$ cat src/rtl/tmhs_pkg.sv
package tmhs_pkg;

   localparam int HEAP_DEPTH_DEF  = 64;
   localparam int OWNER_COUNT_DEF = 256;

   localparam int KIND_W     = 2;
   localparam int OWNER_W    = 8;
   localparam int DEADLINE_W = 48;
   localparam int STATUS_W   = 3;
   localparam int COUNT_W    = 7;

   localparam logic [KIND_W-1:0] KIND_ARM    = 2'd0;
   localparam logic [KIND_W-1:0] KIND_CANCEL = 2'd1;
   localparam logic [KIND_W-1:0] KIND_POLL   = 2'd2;

   localparam logic [STATUS_W-1:0] ST_DONE      = 3'd0;
   localparam logic [STATUS_W-1:0] ST_EXPIRED   = 3'd1;
   localparam logic [STATUS_W-1:0] ST_NONE      = 3'd2;
   localparam logic [STATUS_W-1:0] ST_FULL      = 3'd3;
   localparam logic [STATUS_W-1:0] ST_NOT_ARMED = 3'd4;

   typedef struct packed {
      logic [KIND_W-1:0]     kind;
      logic [OWNER_W-1:0]    owner;
      logic [DEADLINE_W-1:0] deadline;
      logic [DEADLINE_W-1:0] now_time;
   } req_type;

   typedef struct packed {
      logic [STATUS_W-1:0]   status;
      logic [OWNER_W-1:0]    expired_owner;
      logic [DEADLINE_W-1:0] expired_deadline;
      logic [COUNT_W-1:0]    pending_count;
   } rsp_type;

endpackage

$ cat src/rtl/tmhs_pos_table.sv
// Owner position table: memory plus clearing sweep after reset.
module tmhs_pos_table #(
   parameter int OWNER_COUNT = tmhs_pkg::OWNER_COUNT_DEF,
   parameter int POS_W       = 7,
   parameter int OWN_IDX_W   = 8
) (
   input  logic                 clock,
   input  logic                 reset,
   input  logic                 wr_en,
   input  logic [OWN_IDX_W-1:0] wr_addr,
   input  logic [POS_W-1:0]     wr_data,
   input  logic [OWN_IDX_W-1:0] rd_addr,
   output logic [POS_W-1:0]     rd_data,
   input  logic [POS_W-1:0]     clear_value,
   output logic                 clearing
);
   logic [POS_W-1:0]   mem [OWNER_COUNT];
   logic [OWN_IDX_W:0] clr_ff, clr_in;
   logic               clearing_ff, clearing_in;

   always_comb begin
      clr_in      = clr_ff;
      clearing_in = clearing_ff;
      if (clearing_ff) begin
         clr_in = clr_ff + 1'b1;
         if (clr_ff == (OWN_IDX_W+1)'(OWNER_COUNT - 1)) clearing_in = 1'b0;
      end
   end

   always_ff @(posedge clock) begin
      if (reset) begin
         clr_ff      <= '0;
         clearing_ff <= 1'b1;
      end else begin
         clr_ff      <= clr_in;
         clearing_ff <= clearing_in;
      end
   end

   always_ff @(posedge clock) begin
      if (clearing_ff) mem[clr_ff[OWN_IDX_W-1:0]] <= clear_value;
      else if (wr_en) mem[wr_addr] <= wr_data;
      rd_data <= mem[rd_addr];
   end

   assign clearing = clearing_ff;
endmodule

$ cat config.mk
export PLATFORM = sky130hd
export DESIGN_NAME = tmhs_pos_table
export DESIGN_NICKNAME = d
export VERILOG_FILES = /design/src/rtl/tmhs_pkg.sv /design/src/rtl/tmhs_pos_table.sv
export SDC_FILE = /design/constraint.sdc
export NUM_CORES = 2
export LEC_CHECK = 0
export ABC_CLOCK_PERIOD_IN_PS = 4700
export BUFFER_PORTS_ARGS = -buffer_cell sky130_fd_sc_hd__buf_4
export CAP_MARGIN = 25
export CORE_UTILIZATION = 45
export DETAILED_ROUTE_END_ITERATION = 10
export GPL_TIMING_DRIVEN = 1
export PLACE_DENSITY = 0.59
export SETUP_SLACK_MARGIN = 0.5
export SYNTH_ARGS = -nofsm -noshare
export SYNTH_HDL_FRONTEND = slang
export SYNTH_SLANG_ARGS = --single-unit
$ cat constraint.sdc
create_clock -name clock -period 4.7 [get_ports clock]
set_clock_uncertainty 0.2 [all_clocks]
set_input_delay 0.235 -clock clock [delete_from_list [all_inputs] [get_ports clock]]
set_output_delay 0.235 -clock clock [all_outputs]
set_load 0.005 [all_outputs]
# [Yosys cells after proc, flatten, opt, wreduce, memory -nomap -nowiden]
# Memories as Yosys holds them, arrays and structs flattened. A register that Yosys moved wholly into a read port is not among the register bits.
# Index checks and enable logic that the tools add are counted.
[word_totals] out_inout_bits=8 n_memories=1 in_bits=33 wordCells=16 ram_bits=1792 reg_bits=10
[mem_list] memory="mem" words=256 width=7 read_ports=1 rd_ports_with_merged_regs=1 write_ports=1 line="tmhs_pos_table.sv:17" text="logic [POS_W-1:0] mem [OWNER_COUNT];"
[classes] addsub=1 n_eq_ne=1 muxes=10 reduce_logical=1
[op_table] cell="$add 9x1->9 const B" count=1
[op_table] cell="$eq 9x8->1 const B" count=1
[op_table] cell="$mux 1" count=8
[op_table] cell="$mux 8" count=1
[op_table] cell="$mux 7" count=1
[op_table] cell="$reduce_or 7->1" count=1

# [Longest topological paths before layout]
[depth] depth_word=5 mapped_depth=11

# [Worst setup path after synthesis]
# No wires, ideal clock.
[synth_path] path_type="flip-flop to flip-flop" from="register clearing_ff, in the netlist clearing" to="memory mem[0][0], data pin" setup_slack_ps=-420 t_required_ps=3677 path_buffers=2 setup_time_ps=823 stages_incl_launch_ff=6 period_less_slack_ps=5120 t_arrival_ps=4098 cell_sequence="dfxtp_1 > nor2b_1 > clkbuf_1 > clkbuf_1 > nand2_1 > nand2_1"
[synth_between] elab_chain_cells=4
[synth_lines] element="start, declared" line="tmhs_pos_table.sv:19" text="logic clearing_ff, clearing_in;"
[synth_lines] element="start signal, assigned" line="tmhs_pos_table.sv:36" text="clearing_ff <= clearing_in;"
[synth_lines] element="$mux 1" line="tmhs_pos_table.sv:41" text="if (clearing_ff) mem[clr_ff[OWN_IDX_W-1:0]] <= clear_value;"
[synth_lines] element="$mux 1 (implied by the code)" line="tmhs_pos_table.sv:42" text="else if (wr_en) mem[wr_addr] <= wr_data;"
[synth_lines] element="$reduce_or 7->1 (no source line)"
[synth_lines] element="$mux 7 (no source line)"
[synth_lines] element="end, declared" line="tmhs_pos_table.sv:17"
# No other way between the ends.

# [Final worst setup path]
[layout_path] from="register clearing_ff, in the netlist clearing" to="memory mem[133][1] (enable)"
[layout_between] elab_chain_cells=4
[layout_lines] element="$mux 1" line="tmhs_pos_table.sv:41"
[layout_lines] element="$mux 1 (implied by the code)" line="tmhs_pos_table.sv:42"
[layout_lines] element="$reduce_or 7->1 (no source line)"
[layout_lines] element="$mux 8 (no source line) or $mux 1 (tied branches)"
# Parallel ways exist; a longest one is shown, timed or not.

==> metrics list <==
- The run finished with clean final reports.
- In this run the tightest slew margin relative to its limit is 26.38%.
- Summed over all cells, the static leakage comes to 24.76 nW.
- Internal power comes to 0.02624 W.
- The worst setup path is captured at a flop.
- Maximum buffer depth of the clock tree: 3
- Sequential cell area in the final layout: 0.05415 mm2
* Number of enable flip-flop cells after synthesis: 1,792
* Yosys synthesis warning count: 0
- Dividing the detail-routed wire length by the instance count gives 31.40 um.
* Logic pwr share: 5.1%
- Clk network pwr share: 41.7%
* Register bit count reported by yosys: 1,809
- After routing the design area is 0.07953 mm2.
- Data on the critical path is required at its endpoint by 4940 ps.
* Via density: 6.091
* Post-synthesis cell count: 3,497
- For this design the top-level I/O count stands at 41.
* Number of different library cells in the post-synthesis netlist: 64
- Setup repair after global routing could not meet its margin everywhere.
* Number of nets produced by synthesis: 3,532
- The worst setup path is of the flop to flop kind.
- Core ar.: 0.1560 mm2
- For this run, the slowest stage of the critical path takes 890 ps.
- The H-tree was split into 4 levels.
- In the finished design, the share of the clock period the worst path needs comes to 87.52%.
- Most common library cell in the layout ignoring fill and taps: sky130_fd_sc_hd__edfxtp_1
* Proportion of synthesized flip-flops having asynchronous set or reset: 0%
* Starting DRC count in detailed routing: 4,479
* Clock tree root driver cell: sky130_fd_sc_hd__clkbuf_16
* Overall fraction of global-route tracks in use: 23.41%
- Final Net Count: 3,671
- A synthesized cell averages 20.21 um2.
- Starting density of the core: 45.30%
- After detailed placement, the design holds a cell count of 5,508.
* Final HPWL DP: 113.8 mm
- For this design, the slowest cell found on the critical path is sky130_fd_sc_hd__nor2_1.
- Placement row count: 145
- First-pass GRT wire length: 262.9 mm
- STA classifies the critical path startpoint as a flop.
- The first detailed-routing pass ran for 5 iterations.
* Maximum fanout count along the critical path: 17
- Combined area of all synthesized cells: 0.07067 mm2
- Among all flip-flop cells after synthesis, the most frequent one is sky130_fd_sc_hd__edfxtp_1.
- Die area: 0.1586 mm2
- Cell area power density: 421.2 mW/mm2
* Min-delay worst type: input port to flop
* Count of nets left with antenna violations after detail routing: 0
* Post-synthesis sequential area ratio: 76.62%
- The clock drives 1,809 sinks.
- Power after layout: 0.03350 W
- Pre-CTS setup slack: 576.9 ps
- Number of global-route vias before repair: 35.56k
- The number of hold-slack violations in the final timing report is 0.
- For this block, the routed nets add up to 183.4 mm of wire.
* Largest net degree at the start of global routing: 150
* Number of pins exceeding their max-slew limit in the final report: 0
- FILL cells: 12.40k
- For the pin with the worst max-slew slack, the measured transition is 1104 ps.
- The critical path goes through nor2b_2, buf_4, o31ai_1, nand2_1, nor2_1.
- Across all layers, the routed design uses 35.57k vias.
- For this design the total switching power over the nets is 0.007254 W.
- Placed Area: 0.07381 mm2
- VDD sags by at most 0.3916 mV.
* Final setup slack of the worst path: 586.6 ps
* Number of clock buffers inserted by TritonCTS: 181
* PortBufs: 40
- Of the total power, registers draw 53.2%.
* Last weighted congestion value of the routability-driven placer: 0.8331
* Footprint of the multi-input gates: 0.01555 mm2
- Worst-skew pair later-pin latency: 820 ps
- In this run the vertical extent of the chip is 398.3 um.
- The post-route netlist has 22.65% of its cells at a drive strength greater than 1.
- Highest attainable clock frequency: 243.1 MHz
- Leading cell types in the layout, fill and taps excluded: sky130_fd_sc_hd__edfxtp_1, sky130_fd_sc_hd__mux4_2, sky130_fd_sc_hd__nor2_1, sky130_fd_sc_hd__clkbuf_16, sky130_fd_sc_hd__mux2i_1
* Post-layout minimum cycle time: 4113 ps
- TritonCTS built the clock tree.
- Final Setup Violations: 0
- Cell Count, Final, Fillers Out: 5,840
- The die is 398.3 um wide.
- Area growth from synthesis to layout: 12.54%
- Sum of overflow across all layers after global routing: 0
* Buffer count from post-CTS setup fixing: 0
- In this run switching power makes up 21.66% of total power.
* Final sum of negative setup slack: 0 ps
- The number of antenna violations at the first check in global routing is 11.
- Max-cap violations in this run came to 0.
- In the routed design, unresolved DRC markers number 0.
* CTS clock-pin slew for the worst setup and hold paths: 60 ps
- Worst Path Arrival: 4350 ps
cell usage after synthesis, types with 3 or more instances:
library cell	n	area share (%)
sky130_fd_sc_hd__a2111oi_2	3	0.064
sky130_fd_sc_hd__a211o_1	4	0.050
sky130_fd_sc_hd__a211oi_1	17	0.18
sky130_fd_sc_hd__a21oi_1	66	0.47
sky130_fd_sc_hd__a221oi_1	5	0.062
sky130_fd_sc_hd__a22o_1	10	0.12
sky130_fd_sc_hd__a22oi_1	67	0.71
sky130_fd_sc_hd__a31oi_1	13	0.12
sky130_fd_sc_hd__a32o_1	6	0.085
sky130_fd_sc_hd__and2_0	3	0.027
sky130_fd_sc_hd__and2_1	14	0.12
sky130_fd_sc_hd__buf_1	15	0.080
sky130_fd_sc_hd__buf_2	69	0.49
sky130_fd_sc_hd__buf_4	16	0.17
sky130_fd_sc_hd__buf_6	21	0.33
sky130_fd_sc_hd__clkbuf_1	89	0.47
sky130_fd_sc_hd__dfxtp_1	17	0.48
sky130_fd_sc_hd__edfxtp_1	1792	76
sky130_fd_sc_hd__inv_1	3	0.016
sky130_fd_sc_hd__inv_2	3	0.016
sky130_fd_sc_hd__mux2_2	15	0.24
sky130_fd_sc_hd__mux2i_1	160	2.3
sky130_fd_sc_hd__mux4_2	387	12
sky130_fd_sc_hd__nand2_1	125	0.66
sky130_fd_sc_hd__nand2b_1	10	0.089
sky130_fd_sc_hd__nand3_1	45	0.32
sky130_fd_sc_hd__nand3b_1	20	0.21
sky130_fd_sc_hd__nand4_1	9	0.080
sky130_fd_sc_hd__nor2_1	287	1.5
sky130_fd_sc_hd__nor2b_1	16	0.14
sky130_fd_sc_hd__nor3_1	7	0.050
sky130_fd_sc_hd__o21ai_0	21	0.15
sky130_fd_sc_hd__o21ai_1	10	0.071
sky130_fd_sc_hd__o221a_2	5	0.080
sky130_fd_sc_hd__o221ai_1	31	0.38
sky130_fd_sc_hd__o22ai_1	49	0.43
sky130_fd_sc_hd__o31ai_1	5	0.053
sky130_fd_sc_hd__o41ai_1	5	0.062
sky130_fd_sc_hd__or3_1	12	0.11
sky130_fd_sc_hd__or3b_2	3	0.037
sky130_fd_sc_hd__or4_1	7	0.074
sky130_fd_sc_hd__xor2_1	5	0.062
cell families after synthesis:
logic type / share of synthesized area [%]
AO/OA/AOI/OAI: 3.231
adder cells (fa/ha/maj): 0.03540
XOR/XNOR: 0.07436
AND/OR/NAND/NOR: 3.599
flip-flops: 76.62
buffers and inverters: 1.599
multiplexers: 14.84
flip-flops by register name, indices dropped and copies added, names as in the netlist:
name and flops:
clr_ff 9, rd_data 7, mem 1792, clearing 1
repair_timing:
item / CTS / global route
hold endpoints to repair: 17 / 0
hold buffers: 3 / 0
endpoints found under the setup margin: 0 / 10
resized for setup: 0 / 1
through the flow:
stage          hold slack, ps  utilization [%]
2_1_floorplan           271.4                -
3_3_place_gp            281.2            47.30
3_5_place_dp            292.6            47.31
4_1_cts                 72.19            50.97
5_1_grt                 111.7            50.97
6_report                60.64            50.97
power groups by stage:
stage	Combinational (W)	Sequential, W	Clock (W)
CTS	0.00173	0.0178	0.0142
global placement	0.00171	0.0181	0
floorplan	0.000980	0.0182	0
global route	0.00180	0.0178	0.0147
detailed placement	0.00172	0.0181	0
finish	0.00172	0.0178	0.0140
routing by layer:
metal / share of wire (%) / track usage, % / vias to the layer above
met5: 0.021 / 0 / -
met4: 2.6 / 6.801 / 6
met3: 8.3 / 4.592 / 272
met2: 46 / 35.44 / 1503
met1: 43 / 34.63 / 19060
li1: - / - / 14730
critical path, delay by kind of cell (launching register included):
| kind | cells | cell delay, ps |
|---|---|---|
| buf+inv | 1 | 260 |
| flops | 1 | 630 |
| compound gates | 1 | 690 |
| simple gates | 3 | 1920 |
path summary, 6_finish.rpt:
| kind | startpoint | to | slack, ps | cells past startpoint |
|---|---|---|---|---|
| max reg2reg | clearing | mem[133][1] | 590 | 5 |
| max | clearing | mem[133][1] | 590 | 5 |
| min | wr_data[3] | mem[102][3] | 60 | 3 |
| min reg2reg | clr_ff[8] | clr_ff[8] | 300 | 2 |
final cells by class:
cell class / instances / area share (%)
flip-flops and latches: 1809 / 68.09
diodes: 3 / 0.009439
inverters: 6 / 0.02989
well taps: 2058 / 3.238
clock inverters: 107 / 1.123
multi-input cells: 1471 / 19.55
repair buffers: 167 / 1.940
clock buffers: 219 / 6.017
(Power assumes the default switching activity.)
